<file path="src/design/gcrse_pkg.sv">
// shared types, constants and gcr code functions for the gcr sector encoder
package gcrse_pkg;

    localparam int SECTOR_BYTES = 256;
    localparam int POS_W        = $clog2(SECTOR_BYTES);
    localparam int CMD_DEPTH    = 4;
    localparam int CMD_PTR_W    = $clog2(CMD_DEPTH);
    localparam int SEQ_W        = 5;

    // register indexes on the config port
    localparam logic [1:0] CFG_FORMAT_ID_FIRST  = 2'd0;
    localparam logic [1:0] CFG_FORMAT_ID_SECOND = 2'd1;
    localparam logic [1:0] CFG_INTER_SECTOR_GAP = 2'd2;

    localparam logic [7:0] SYNC_BYTE  = 8'hff;
    localparam logic [7:0] GAP_BYTE   = 8'h55;
    localparam logic [7:0] HEADER_ID  = 8'h08;
    localparam logic [7:0] DATA_ID    = 8'h07;
    localparam logic [7:0] HEADER_PAD = 8'h0f;

    localparam logic [4:0] GAP_RESET = 5'd14;
    localparam logic [4:0] GAP_MIN   = 5'd4;
    localparam logic [4:0] GAP_MAX   = 5'd19;

    // byte positions inside a header run
    localparam logic [SEQ_W-1:0] HDR_SYNC_END = 5'd4;
    localparam logic [SEQ_W-1:0] HDR_G1_END   = 5'd9;
    localparam logic [SEQ_W-1:0] HDR_G2_END   = 5'd14;
    localparam logic [SEQ_W-1:0] HDR_GAP_END  = 5'd23;
    localparam logic [SEQ_W-1:0] HDR_LAST     = 5'd28;
    localparam logic [SEQ_W-1:0] GROUP_LAST   = 5'd4;

    typedef logic [1:0] cmd_kind_t;
    localparam cmd_kind_t CMD_HEADER = 2'd0;
    localparam cmd_kind_t CMD_GROUP  = 2'd1;
    localparam cmd_kind_t CMD_LAST   = 2'd2;

    // one unit of back end work: four bytes to pack plus what follows them
    typedef struct packed {
        cmd_kind_t  kind;
        logic [7:0] b0;
        logic [7:0] b1;
        logic [7:0] b2;
        logic [7:0] b3;
    } cmd_t;

    function automatic logic [4:0] gcr_code(input logic [3:0] nib);
        logic [4:0] c;
        unique case (nib)
            4'h0: c = 5'h0a;
            4'h1: c = 5'h0b;
            4'h2: c = 5'h12;
            4'h3: c = 5'h13;
            4'h4: c = 5'h0e;
            4'h5: c = 5'h0f;
            4'h6: c = 5'h16;
            4'h7: c = 5'h17;
            4'h8: c = 5'h09;
            4'h9: c = 5'h19;
            4'ha: c = 5'h1a;
            4'hb: c = 5'h1b;
            4'hc: c = 5'h0d;
            4'hd: c = 5'h1d;
            4'he: c = 5'h1e;
            4'hf: c = 5'h15;
            default: c = 5'h0a;
        endcase
        return c;
    endfunction

    function automatic logic [39:0] gcr_group(input logic [7:0] a, input logic [7:0] b,
                                              input logic [7:0] c, input logic [7:0] d);
        return {gcr_code(a[7:4]), gcr_code(a[3:0]), gcr_code(b[7:4]), gcr_code(b[3:0]),
                gcr_code(c[7:4]), gcr_code(c[3:0]), gcr_code(d[7:4]), gcr_code(d[3:0])};
    endfunction

endpackage

</file>
<file path="src/design/gcr_sector_track_encoder_top.sv">
// top level of the gcr sector encoder: config registers, front, queue, back
//
// usage
// - input channel (s_): one request per sector data byte, bytes 0 to 255 in
//   order; sector and track numbers are sampled with byte 0 only
// - output channel (m_): one track byte per request on the result side;
//   m_run_last marks the final byte caused by an input request,
//   m_sector_end marks the final gap byte of the sector
// - config port: cfg_wen writes cfg_wdata into register cfg_index
//   (0 first format id, 1 second format id, 2 gap length); write only when idle
// - byte 0 yields 29 bytes (sync, header, gap, data sync), every fourth byte
//   yields a 5 byte gcr group, byte 255 yields its group plus 4 to 19 gap bytes
// - path: the first byte of a request passes the command queue, the sequencer
//   registers and the output register when the back end is idle
// - throughput: the front takes one request per cycle while its 4 entry
//   command queue has room; the back end sends one byte per cycle while m_ready
//   holds, so a sector of 256 requests (354 bytes plus gap) is bound by the output port
// - a stalled receiver only fills the output register and the queue;
//   requests keep going in until the queue is full
// - reset clears position, checksum and queue; no clearing pass is needed
module gcr_sector_track_encoder_top
    import gcrse_pkg::*;
(
    input  logic       aclk,
    input  logic       aresetn,
    input  logic       cfg_wen,
    input  logic [1:0] cfg_index,
    input  logic [7:0] cfg_wdata,
    input  logic       s_valid,
    output logic       s_ready,
    input  logic [7:0] s_data_byte,
    input  logic [4:0] s_sector_number,
    input  logic [7:0] s_track_number,
    output logic       m_valid,
    input  logic       m_ready,
    output logic [7:0] m_gcr_byte,
    output logic       m_run_last,
    output logic       m_sector_end
);

    // configuration registers
    logic [7:0] format_id_first_reg;
    logic [7:0] format_id_second_reg;
    logic [4:0] inter_sector_gap_reg;

    // front to queue to back
    logic cmd_push, cmd_full, cmd_pop, cmd_avail;
    cmd_t cmd_wr, cmd_rd;

    always_ff @(posedge aclk) begin
        if (!aresetn) begin
            format_id_first_reg  <= 8'h00;
            format_id_second_reg <= 8'h00;
            inter_sector_gap_reg <= GAP_RESET;
        end else if (cfg_wen) begin
            unique case (cfg_index)
                CFG_FORMAT_ID_FIRST:  format_id_first_reg  <= cfg_wdata;
                CFG_FORMAT_ID_SECOND: format_id_second_reg <= cfg_wdata;
                CFG_INTER_SECTOR_GAP: inter_sector_gap_reg <= cfg_wdata[4:0];
                default: ; // unused index, write dropped
            endcase
        end
    end

    // position tracking, checksum, group assembly
    gcrse_front u_front (
        .aclk             (aclk),
        .aresetn          (aresetn),
        .s_valid          (s_valid),
        .s_ready          (s_ready),
        .s_data_byte      (s_data_byte),
        .s_sector_number  (s_sector_number),
        .s_track_number   (s_track_number),
        .format_id_first  (format_id_first_reg),
        .format_id_second (format_id_second_reg),
        .cmd_full         (cmd_full),
        .cmd_push         (cmd_push),
        .cmd_out          (cmd_wr)
    );

    // decouples request intake from byte output
    gcrse_cmd_fifo u_cmd_fifo (
        .aclk      (aclk),
        .aresetn   (aresetn),
        .push      (cmd_push),
        .push_data (cmd_wr),
        .full      (cmd_full),
        .pop       (cmd_pop),
        .avail     (cmd_avail),
        .pop_data  (cmd_rd)
    );

    // byte sequencer with output register
    gcrse_back u_back (
        .aclk             (aclk),
        .aresetn          (aresetn),
        .cmd_avail        (cmd_avail),
        .cmd_in           (cmd_rd),
        .cmd_pop          (cmd_pop),
        .format_id_first  (format_id_first_reg),
        .format_id_second (format_id_second_reg),
        .inter_sector_gap (inter_sector_gap_reg),
        .m_valid          (m_valid),
        .m_ready          (m_ready),
        .m_gcr_byte       (m_gcr_byte),
        .m_run_last       (m_run_last),
        .m_sector_end     (m_sector_end)
    );

    // sector end always closes the request that caused it
    a_end_is_run_last: assert property (@(posedge aclk) disable iff (!aresetn)
        m_valid && m_sector_end |-> m_run_last)
        else $error("sector end without run last");

    // sector end falls on a gap byte
    a_end_is_gap: assert property (@(posedge aclk) disable iff (!aresetn)
        m_valid && m_sector_end |-> m_gcr_byte == GAP_BYTE)
        else $error("sector end on a non-gap byte");

    // queue is never pushed while full
    a_no_overflow: assert property (@(posedge aclk) disable iff (!aresetn)
        cmd_push |-> !cmd_full)
        else $error("command queue overflow");

    // reset leaves no result pending
    a_reset_clears: assert property (@(posedge aclk)
        !aresetn |=> !m_valid)
        else $error("result valid after reset");

endmodule

</file>
<file path="src/design/gcrse_front.sv">
// front end: takes data bytes, tracks sector position and checksum, builds commands
module gcrse_front
    import gcrse_pkg::*;
(
    input  logic       aclk,
    input  logic       aresetn,
    input  logic       s_valid,
    output logic       s_ready,
    input  logic [7:0] s_data_byte,
    input  logic [4:0] s_sector_number,
    input  logic [7:0] s_track_number,
    input  logic [7:0] format_id_first,
    input  logic [7:0] format_id_second,
    input  logic       cmd_full,
    output logic       cmd_push,
    output cmd_t       cmd_out
);

    logic [POS_W-1:0] pos_reg, pos_next;
    logic [7:0]       chk_reg, chk_next;
    logic [23:0]      hold_reg, hold_next;
    logic             accept;
    logic [7:0]       sec_ext;
    logic [7:0]       chk_upd;

    assign s_ready = !cmd_full;
    assign accept  = s_valid && s_ready;
    assign sec_ext = {3'b000, s_sector_number};
    assign chk_upd = chk_reg ^ s_data_byte;

    always_comb begin
        pos_next  = pos_reg;
        chk_next  = chk_reg;
        hold_next = hold_reg;
        cmd_push  = 1'b0;
        cmd_out   = '{kind: CMD_GROUP, b0: hold_reg[23:16], b1: hold_reg[15:8],
                      b2: hold_reg[7:0], b3: s_data_byte};
        if (accept) begin
            pos_next = pos_reg + 1'b1;
            if (pos_reg == '0) begin
                cmd_push  = 1'b1;
                cmd_out   = '{kind: CMD_HEADER, b0: HEADER_ID,
                              b1: sec_ext ^ s_track_number ^ format_id_second ^ format_id_first,
                              b2: sec_ext, b3: s_track_number};
                chk_next  = s_data_byte;
                hold_next = {8'h00, DATA_ID, s_data_byte};
            end else if (pos_reg == POS_W'(SECTOR_BYTES - 1)) begin
                cmd_push  = 1'b1;
                cmd_out   = '{kind: CMD_LAST, b0: s_data_byte, b1: chk_upd,
                              b2: 8'h00, b3: 8'h00};
                chk_next  = chk_upd;
                hold_next = '0;
            end else if (pos_reg[1:0] == 2'd2) begin
                // fourth byte of a group
                cmd_push  = 1'b1;
                chk_next  = chk_upd;
                hold_next = '0;
            end else if (pos_reg[1:0] == 2'd3) begin
                chk_next  = chk_upd;
                hold_next = {16'h0000, s_data_byte};
            end else begin
                chk_next  = chk_upd;
                hold_next = {hold_reg[15:0], s_data_byte};
            end
        end
    end

    always_ff @(posedge aclk) begin
        if (!aresetn) begin
            pos_reg  <= '0;
            chk_reg  <= '0;
            hold_reg <= '0;
        end else begin
            pos_reg  <= pos_next;
            chk_reg  <= chk_next;
            hold_reg <= hold_next;
        end
    end

endmodule

</file>
<file path="src/design/gcrse_cmd_fifo.sv">
// short command queue between front and back end
module gcrse_cmd_fifo
    import gcrse_pkg::*;
(
    input  logic aclk,
    input  logic aresetn,
    input  logic push,
    input  cmd_t push_data,
    output logic full,
    input  logic pop,
    output logic avail,
    output cmd_t pop_data
);

    cmd_t                 mem [CMD_DEPTH];
    logic [CMD_PTR_W-1:0] wr_ptr_reg, rd_ptr_reg;
    logic [CMD_PTR_W:0]   count_reg, count_next;
    logic                 do_push, do_pop;

    assign full     = (count_reg == (CMD_PTR_W+1)'(CMD_DEPTH));
    assign avail    = (count_reg != '0);
    assign do_push  = push && !full;
    assign do_pop   = pop && avail;
    assign pop_data = mem[rd_ptr_reg];

    always_comb begin
        count_next = count_reg;
        if (do_push && !do_pop) begin
            count_next = count_reg + 1'b1;
        end else if (do_pop && !do_push) begin
            count_next = count_reg - 1'b1;
        end
    end

    always_ff @(posedge aclk) begin
        if (do_push) begin
            mem[wr_ptr_reg] <= push_data;
        end
    end

    always_ff @(posedge aclk) begin
        if (!aresetn) begin
            wr_ptr_reg <= '0;
            rd_ptr_reg <= '0;
            count_reg  <= '0;
        end else begin
            if (do_push) begin
                wr_ptr_reg <= wr_ptr_reg + 1'b1;
            end
            if (do_pop) begin
                rd_ptr_reg <= rd_ptr_reg + 1'b1;
            end
            count_reg <= count_next;
        end
    end

endmodule

</file>
<file path="src/design/gcrse_back.sv">
// back end: expands commands into sync, gcr and gap bytes, one per cycle while m_ready allows
module gcrse_back
    import gcrse_pkg::*;
(
    input  logic       aclk,
    input  logic       aresetn,
    input  logic       cmd_avail,
    input  cmd_t       cmd_in,
    output logic       cmd_pop,
    input  logic [7:0] format_id_first,
    input  logic [7:0] format_id_second,
    input  logic [4:0] inter_sector_gap,
    output logic       m_valid,
    input  logic       m_ready,
    output logic [7:0] m_gcr_byte,
    output logic       m_run_last,
    output logic       m_sector_end
);

    logic             busy_reg, busy_next;
    cmd_kind_t        kind_reg, kind_next;
    logic [SEQ_W-1:0] idx_reg, idx_next;
    logic [SEQ_W-1:0] end_reg, end_next;
    logic [39:0]      word_reg, word_next;
    logic             m_valid_reg, m_valid_next;
    logic [7:0]       m_byte_reg, m_byte_next;
    logic             m_run_last_reg, m_run_last_next;
    logic             m_sector_end_reg, m_sector_end_next;

    logic             out_adv, fire, is_final, word_sel;
    logic [7:0]       byte_sel;
    logic [4:0]       gap_eff;

    assign out_adv = !m_valid_reg || m_ready;
    assign fire    = busy_reg && out_adv;
    assign cmd_pop = cmd_avail && (!busy_reg || (fire && is_final));

    always_comb begin
        if (inter_sector_gap < GAP_MIN) begin
            gap_eff = GAP_MIN;
        end else if (inter_sector_gap > GAP_MAX) begin
            gap_eff = GAP_MAX;
        end else begin
            gap_eff = inter_sector_gap;
        end
    end

    // byte of the current position
    always_comb begin
        unique case (kind_reg)
            CMD_HEADER: begin
                is_final = (idx_reg == HDR_LAST);
                if (idx_reg <= HDR_SYNC_END) begin
                    byte_sel = SYNC_BYTE;
                    word_sel = 1'b0;
                end else if (idx_reg <= HDR_G2_END) begin
                    byte_sel = word_reg[39:32];
                    word_sel = 1'b1;
                end else if (idx_reg <= HDR_GAP_END) begin
                    byte_sel = GAP_BYTE;
                    word_sel = 1'b0;
                end else begin
                    byte_sel = SYNC_BYTE;
                    word_sel = 1'b0;
                end
            end
            CMD_GROUP: begin
                is_final = (idx_reg == GROUP_LAST);
                byte_sel = word_reg[39:32];
                word_sel = 1'b1;
            end
            CMD_LAST: begin
                is_final = (idx_reg == end_reg);
                word_sel = (idx_reg <= GROUP_LAST);
                byte_sel = word_sel ? word_reg[39:32] : GAP_BYTE;
            end
            default: begin
                is_final = 1'b1;
                byte_sel = GAP_BYTE;
                word_sel = 1'b0;
            end
        endcase
    end

    always_comb begin
        busy_next = busy_reg;
        kind_next = kind_reg;
        idx_next  = idx_reg;
        end_next  = end_reg;
        word_next = word_reg;
        if (fire) begin
            idx_next = idx_reg + 1'b1;
            if (is_final) begin
                busy_next = 1'b0;
            end
            if (kind_reg == CMD_HEADER && idx_reg == HDR_G1_END) begin
                word_next = gcr_group(format_id_second, format_id_first,
                                      HEADER_PAD, HEADER_PAD);
            end else if (word_sel) begin
                word_next = {word_reg[31:0], 8'h00};
            end
        end
        if (cmd_pop) begin
            busy_next = 1'b1;
            kind_next = cmd_in.kind;
            idx_next  = '0;
            end_next  = GROUP_LAST + gap_eff;
            word_next = gcr_group(cmd_in.b0, cmd_in.b1, cmd_in.b2, cmd_in.b3);
        end
    end

    // output register
    always_comb begin
        m_valid_next      = m_valid_reg;
        m_byte_next       = m_byte_reg;
        m_run_last_next   = m_run_last_reg;
        m_sector_end_next = m_sector_end_reg;
        if (out_adv) begin
            m_valid_next      = fire;
            m_byte_next       = byte_sel;
            m_run_last_next   = is_final;
            m_sector_end_next = is_final && (kind_reg == CMD_LAST);
        end
    end

    always_ff @(posedge aclk) begin
        kind_reg         <= kind_next;
        idx_reg          <= idx_next;
        end_reg          <= end_next;
        word_reg         <= word_next;
        m_byte_reg       <= m_byte_next;
        m_run_last_reg   <= m_run_last_next;
        m_sector_end_reg <= m_sector_end_next;
    end

    always_ff @(posedge aclk) begin
        if (!aresetn) begin
            busy_reg    <= 1'b0;
            m_valid_reg <= 1'b0;
        end else begin
            busy_reg    <= busy_next;
            m_valid_reg <= m_valid_next;
        end
    end

    assign m_valid      = m_valid_reg;
    assign m_gcr_byte   = m_byte_reg;
    assign m_run_last   = m_run_last_reg;
    assign m_sector_end = m_sector_end_reg;

endmodule

</file>
<file path="config.mk">
export PLATFORM = sky130hd
export DESIGN_NAME = gcr_sector_track_encoder_top
export DESIGN_NICKNAME = d
export VERILOG_FILES = /design/src/design/gcrse_pkg.sv /design/src/design/gcr_sector_track_encoder_top.sv /design/src/design/gcrse_front.sv /design/src/design/gcrse_cmd_fifo.sv /design/src/design/gcrse_back.sv
export SDC_FILE = /design/constraint.sdc
export NUM_CORES = 1
export LEC_CHECK = 0
export BUFFER_PORTS_ARGS = -buffer_cell sky130_fd_sc_hd__buf_2
export CORE_ASPECT_RATIO = 0.6
export CORE_MARGIN = 3
export CORE_UTILIZATION = 53
export DETAILED_ROUTE_END_ITERATION = 16
export PLACE_DENSITY = 0.81
export RECOVER_POWER = 50
export SETUP_SLACK_MARGIN = 0.3
export SYNTH_ARGS = -nofsm -noshare
export SYNTH_HDL_FRONTEND = slang
export SYNTH_SLANG_ARGS = --single-unit
</file>
<file path="constraint.sdc">
create_clock -name aclk -period 3.2 [get_ports aclk]
set_clock_uncertainty 0.05 [all_clocks]
set_input_delay 0.48 -clock aclk [delete_from_list [all_inputs] [get_ports aclk]]
set_output_delay 0.48 -clock aclk [all_outputs]
set_load 0.02 [all_outputs]
</file>
=== Word level (Yosys, flattened, before mapping) ===
Memories as Yosys holds them, arrays and structs flattened. A register that Yosys moved wholly into a read port is not among the register bits.
Index checks and enable logic that the tools add are counted.

* Register bits: 132
* Bits in writable memories: 136
* Memory bits (read-only): 960
* Input port bits: 36
* Memories: 13

* $add $sub $neg: 7
* $lt $le $gt $ge: 5
* Equality and inequality tests: 12
* Mux-type cells: 44
* Bitwise logic cells: 4
* Reductions and logical operators: 30

{| class="wikitable"
|+ Memory list
! name !! words !! width !! rd ports !! clocked after Yosys merged registers in !! wr ports !! line !! text
|-
| u_cmd_fifo.mem || 4 || 34 || 1 || 1 || 1 || gcrse_cmd_fifo.sv:15 || <nowiki>cmd_t mem [CMD_DEPTH];</nowiki>
|-
| (name not given) || 16 || 5 || 1 || 1 || 0 || gcrse_pkg.sv:49 || <nowiki>unique case (nib)</nowiki>
|-
| (name not given) || 16 || 5 || 1 || 1 || 0 || gcrse_pkg.sv:49 ||
|-
| (name not given) || 16 || 5 || 1 || 1 || 0 || gcrse_pkg.sv:49 ||
|-
| (name not given) || 16 || 5 || 1 || 1 || 0 || gcrse_pkg.sv:49 ||
|-
| (name not given) || 16 || 5 || 1 || 0 || 0 || gcrse_pkg.sv:49 ||
|-
| 7 more memories || -- || -- || -- || -- || -- || -- ||
|}

{| class="wikitable"
|+ Operator list
! cell !! count
|-
| $mux 40 || 4
|-
| $mux 34 || 3
|-
| $mux 24 || 4
|-
| $mux 8 || 5
|-
| $mux 4 || 8
|-
| $pmux 8 s3 || 1
|-
| $xor 8x8->8 || 3
|-
| $mux 1 || 11
|-
| $logic_and 1x1->1 || 10
|-
| $mux 5 || 2
|-
| $reduce_and 2->1 || 5
|-
| $add 8x1->8 const B || 1
|-
| $eq 2x2->1 const B || 4
|-
| $eq 8x8->1 const B || 1
|-
| $logic_not 8->1 || 1
|-
| $xor 5x8->8 || 1
|-
| $mux 3 || 2
|-
| $pmux 1 s3 || 2
|-
| $reduce_bool 2->1 || 3
|-
| $reduce_bool 3->1 || 2
|-
| $add 3x5->5 const A || 1
|-
| $add 5x1->5 const B || 1
|-
| $eq 5x3->1 const B || 1
|-
| $eq 5x4->1 const B || 1
|-
| 16 further kinds || 25
|}

=== Longest topological paths before layout ===
* Depth after elaboration: 10
* Mapped depth: 14
* Mapped depth without buffers: 11

=== By module ===
A second synthesis with hierarchy kept.

* Cells, all modules: 939
* Area total of the unflattened synthesis: 12278.0 um^2

{| class="wikitable"
|+ Modules (own cells, without submodules)
! module !! times used !! cells an instance !! area an instance (um^2) !! seq. area each (um^2)
|-
| gcrse_cmd_fifo || 1 || 226 || 5439.0 || 4264.1
|-
| gcrse_back || 1 || 333 || 3515.9 || 1851.8
|-
| gcrse_front || 1 || 297 || 2503.7 || 800.8
|-
| gcr_sector_track_encoder_top || 1 || 83 || 819.5 || 420.4
|}

=== Worst setup path after synthesis ===
Ideal clock, no wire load.

* Kind: register -> register
* From: reg u_back.end_reg[2]
* To: reg u_back.word_reg[0] (enable)
* Data arrival time: 2.763 ns
* Data required time: 2.750 ns
* Slack: -0.013 ns
* Stages on the path, launching flop included: 8
* Path buffers: 1
* Path through: edfxtp_1 or3b_1 a22o_1 a2111oi_4 a22oi_1 clkbuf_1 a21oi_1 o21a_1

* Word-level cells in the longest chain between the ends: 7
* Elaborated cells between the ends (all ways): 8

{| class="wikitable"
|+ RTL lines
! element !! line !! text
|-
| start: declaration || gcrse_back.sv:23 || <nowiki>logic [SEQ_W-1:0] end_reg, end_next;</nowiki>
|-
| start signal: assignment || gcrse_back.sv:129 || <nowiki>end_reg <= end_next;</nowiki>
|-
| $eq 5x5->1 * || gcrse_back.sv:73 || <nowiki>is_final = (idx_reg == end_reg);</nowiki>
|-
| $pmux 1 s3 * || gcrse_back.sv:50 || <nowiki>unique case (kind_reg)</nowiki>
|-
| $logic_and 1x1->1 * || gcrse_back.sv:36 || <nowiki>assign cmd_pop = cmd_avail && (!busy_reg || (fire && is_final));</nowiki>
|-
| $logic_or 1x1->1 * || gcrse_back.sv:36 ||
|-
| $logic_and 1x1->1 * || gcrse_back.sv:36 ||
|-
| $reduce_bool 3->1 (no line) / $reduce_bool 2->1 (equally long branches) || -- ||
|-
| $reduce_and 2->1 (no line) * || -- ||
|-
| end signal: assignment || gcrse_back.sv:130 || <nowiki>word_reg <= word_next;</nowiki>
|-
| end: declaration || gcrse_back.sv:24 || <nowiki>logic [39:0] word_reg, word_next;</nowiki>
|}

Mark *: on every way between the ends. The rest lies on a longest branch, timed or not.
A chain may end at the register's enable or synchronous reset.

==> impl_metrics.yaml <==
cts:
  cts_root_buffer: "clkbuf_16"
  cts_max_level: 1
  ctsHoldBuffers: 0
  cts.clk_slew.worst_paths_ns: 0.06
  clockBufferDepth: 3
  cts_tree: "yes"
  cts_setup_buffers: 0
  clock_sinks: 290
  numCtsBuffers: 26
  clk_latency_ns: 0.53
route:
  vias: 8099
  wl_per_cell_um: 22.6
  firstDrtPassIters: 8
  final_antenna_net_count: 0
  vias_per_cell: 6.07
  drt_iter0_drc: 1089
  routed_wl_um: 30100
  drcViolationCount: 0
logic_synthesis:
  synthTopCellsByArea: "edfxtp_1 46%, dfxtp_1 15%, mux4_2 6.1%"
  synth.cell_area_mm2: 0.0126
  synth-edff-count: 193
  synthCells: 952
  yosysMostFrequentCell: "edfxtp_1"
  synth.distinct_cells: 58
  synth_top_area_share_pct: 46.1
  ys_seq_elements: 290
  synth_top_area_cell: "edfxtp_1"
  synth_warnings: 0
  synth_commonest_cells: "193 x edfxtp_1, 97 x dfxtp_1, 89 x nand2_1"
  synth_ff_type: "edfxtp_1"
  async_flop_share_pct: 0
  syn_avg_cell_area_um2: 13.2
  yosysSeqAreaShare_pct: 61.6
  synthesis.nets: 1001
sta:
  finalMaxSlewViolations: 0
  rsz0062_at_grt: "yes"
  slew_headroom_pct: 2.70
  timing_hold_violations_final: 0
  fin_crit_ns: 2.98
  fmax_mhz: 335
  worst_hold_slack_ns: 0.153
  fin_setup_tns_ns: 0
  worst_slack_ns: 0.219
  max_slew.worst_pin.slew_ns: 1.46
  finalSetupViolCount: 0
  fin_crit_sh_pct: 93.2
setup_path:
  crit_fanout: 29
  r2r_slack_ns: 0.22
  cp.required_ns: 3.41
  cp-end-kind: "flip-flop"
  crit_type: "reg -> reg"
  worstSetupStartpointType: "flip-flop"
  arrival_ns: 3.19
place:
  dp_hpwl_um: 21000
  io_buffer_count: 47
  gp_congestion: 0.849
  post-place-ws_ns: 0.319
  placedCellCount: 1285
finish:
  fin_cells: 1334
  syn_to_final_growth_pct: 12.0
  finalNetCount: 1055
  largest_reg_flops: 136
  antenna_cells: 0
  fill_cells: 1665
  drive_gt1_share_pct: 14.3
floorplanning:
  die_h_um: 125
  rows: 42
  start_util_pct: 55.5
  io_pins: 48
  die_area_mm2: 0.0256
  core_mm2: 0.0226
  die_w_um: 205
global_route:
  grt_pass1_wl_um: 46000
  grt_pass1_vias: 7600
  track_usage_pct: 23.4
  grt-ovfl-total: 0
  antenna_found_initial: 1
  grt_max_degree: 45
flow_run:
  cap_violations: 0
power:
  p_leak_nw: 5.00
  peakVddDrop_uv: 619
  power_density_mw_per_mm2: 892
worst_hold_path:
  hold_class: "in -> reg"
outcome:
  status: "finished clean"
-- path summary, 6_finish.rpt --
kind	from	endpoint	cells past startpoint
min reg2reg	u_cmd_fifo.rd_ptr_reg[1]$_SDFFE_PN0P_	u_cmd_fifo.rd_ptr_reg[1]$_SDFFE_PN0P_	2
max	u_front.pos_reg[0]$_SDFFE_PN0P_	u_cmd_fifo.mem[1][3]$_DFFE_PP_	8
max reg2reg	u_front.pos_reg[0]$_SDFFE_PN0P_	u_cmd_fifo.mem[1][3]$_DFFE_PP_	8
min	cfg_wdata[3]	inter_sector_gap_reg[3]$_SDFFE_PN1P_	3
-- metrics by stage --
stage / utilization, % / power, mW / instance area [um2]
3_3_place_gp: 58.3 / 9.16 / 13200
2_1_floorplan: - / 8.15 / 12600
3_5_place_dp: 58.3 / 9.28 / 13200
5_1_grt: 62.1 / 13.1 / 14100
6_report: 62.1 / 12.6 / 14100
4_1_cts: 62.2 / 12.5 / 14100
-- placed cells by master, fill, tap and decap left out, types with 9 or more instances in the layout --
| master | synthesis | final |
|---|---|---|
| edfxtp_1 | 193 | 193 |
| dfxtp_1 | 97 | 97 |
| nand2_1 | 89 | 89 |
| mux2i_1 | 70 | 70 |
| nor2b_1 | 64 | 64 |
| a21oi_1 | 45 | 45 |
| xnor2_1 | 35 | 35 |
| mux4_2 | 34 | 34 |
| o21ai_0 | 32 | 33 |
| buf_2 | 5 | 32 |
| a22oi_1 | 30 | 30 |
| clkbuf_16 | 0 | 28 |
| a22o_1 | 26 | 26 |
| nor2_1 | 26 | 26 |
| inv_1 | 25 | 24 |
| clkbuf_1 | 39 | 24 |
| buf_4 | 0 | 17 |
| ha_1 | 12 | 11 |
| nand3_1 | 10 | 10 |
| and2_1 | 15 | 10 |
| a21boi_0 | 10 | 9 |
-- cells by family after synthesis --
logic type               Yosys count  synth area share (%)
flip-flops                       290                  61.6
AND/OR/NAND/NOR                  238                  9.61
AO/OA/AOI/OAI                    184                  9.78
multiplexers                     105                  11.8
buffers and inverters             78                  2.82
XOR/XNOR                          42                  2.93
adder cells (fa/ha/maj)           15                  1.51
-- repair_timing --
item                       in CTS  in global routing
gates resized for setup         0                  4
hold endpoints to repair        0                  0
setup endpoints to repair       0                114
-- critical path: stages, from the launching register on --
cell,delay [ns]
dfxtp_1,0.33
inv_1,0.12
ha_1,0.15
nor4b_1,0.29
nand2_1,0.15
buf_4,0.20
a21oi_1,0.56
inv_2,0.44
a22o_1,0.40
-- report_power, final --
group | total (mW) | internal [mW] | switching [mW]
Clock | 3.25 | 1.90 | 1.35
Sequential | 5.47 | 5.10 | 0.369
Combinational | 3.83 | 1.46 | 2.37
Total | 12.6 | 8.46 | 4.09
-- layout make-up --
class / count / area (um2) / share of cell area (%)
sequential: 290 / 7740 / 55.0
multi-input combinational: 584 / 4490 / 31.9
clock buffer: 35 / 757 / 5.38
timing repair buffer: 74 / 424 / 3.02
tap: 308 / 385 / 2.74
clock inverter: 13 / 140 / 0.996
inverter: 29 / 121 / 0.863
timing repair inverter: 1 / 8.76 / 0.0623
-- per-layer routing --
metal,track usage (%),share of wire (%),vias up
met2,30.7,40,426
li1,-,-,3641
met1,38.1,45,3992
met3,7.74,14,40
met4,4.04,1.7,0
met5,0,0,-
Power figures use the tool's default switching activity.
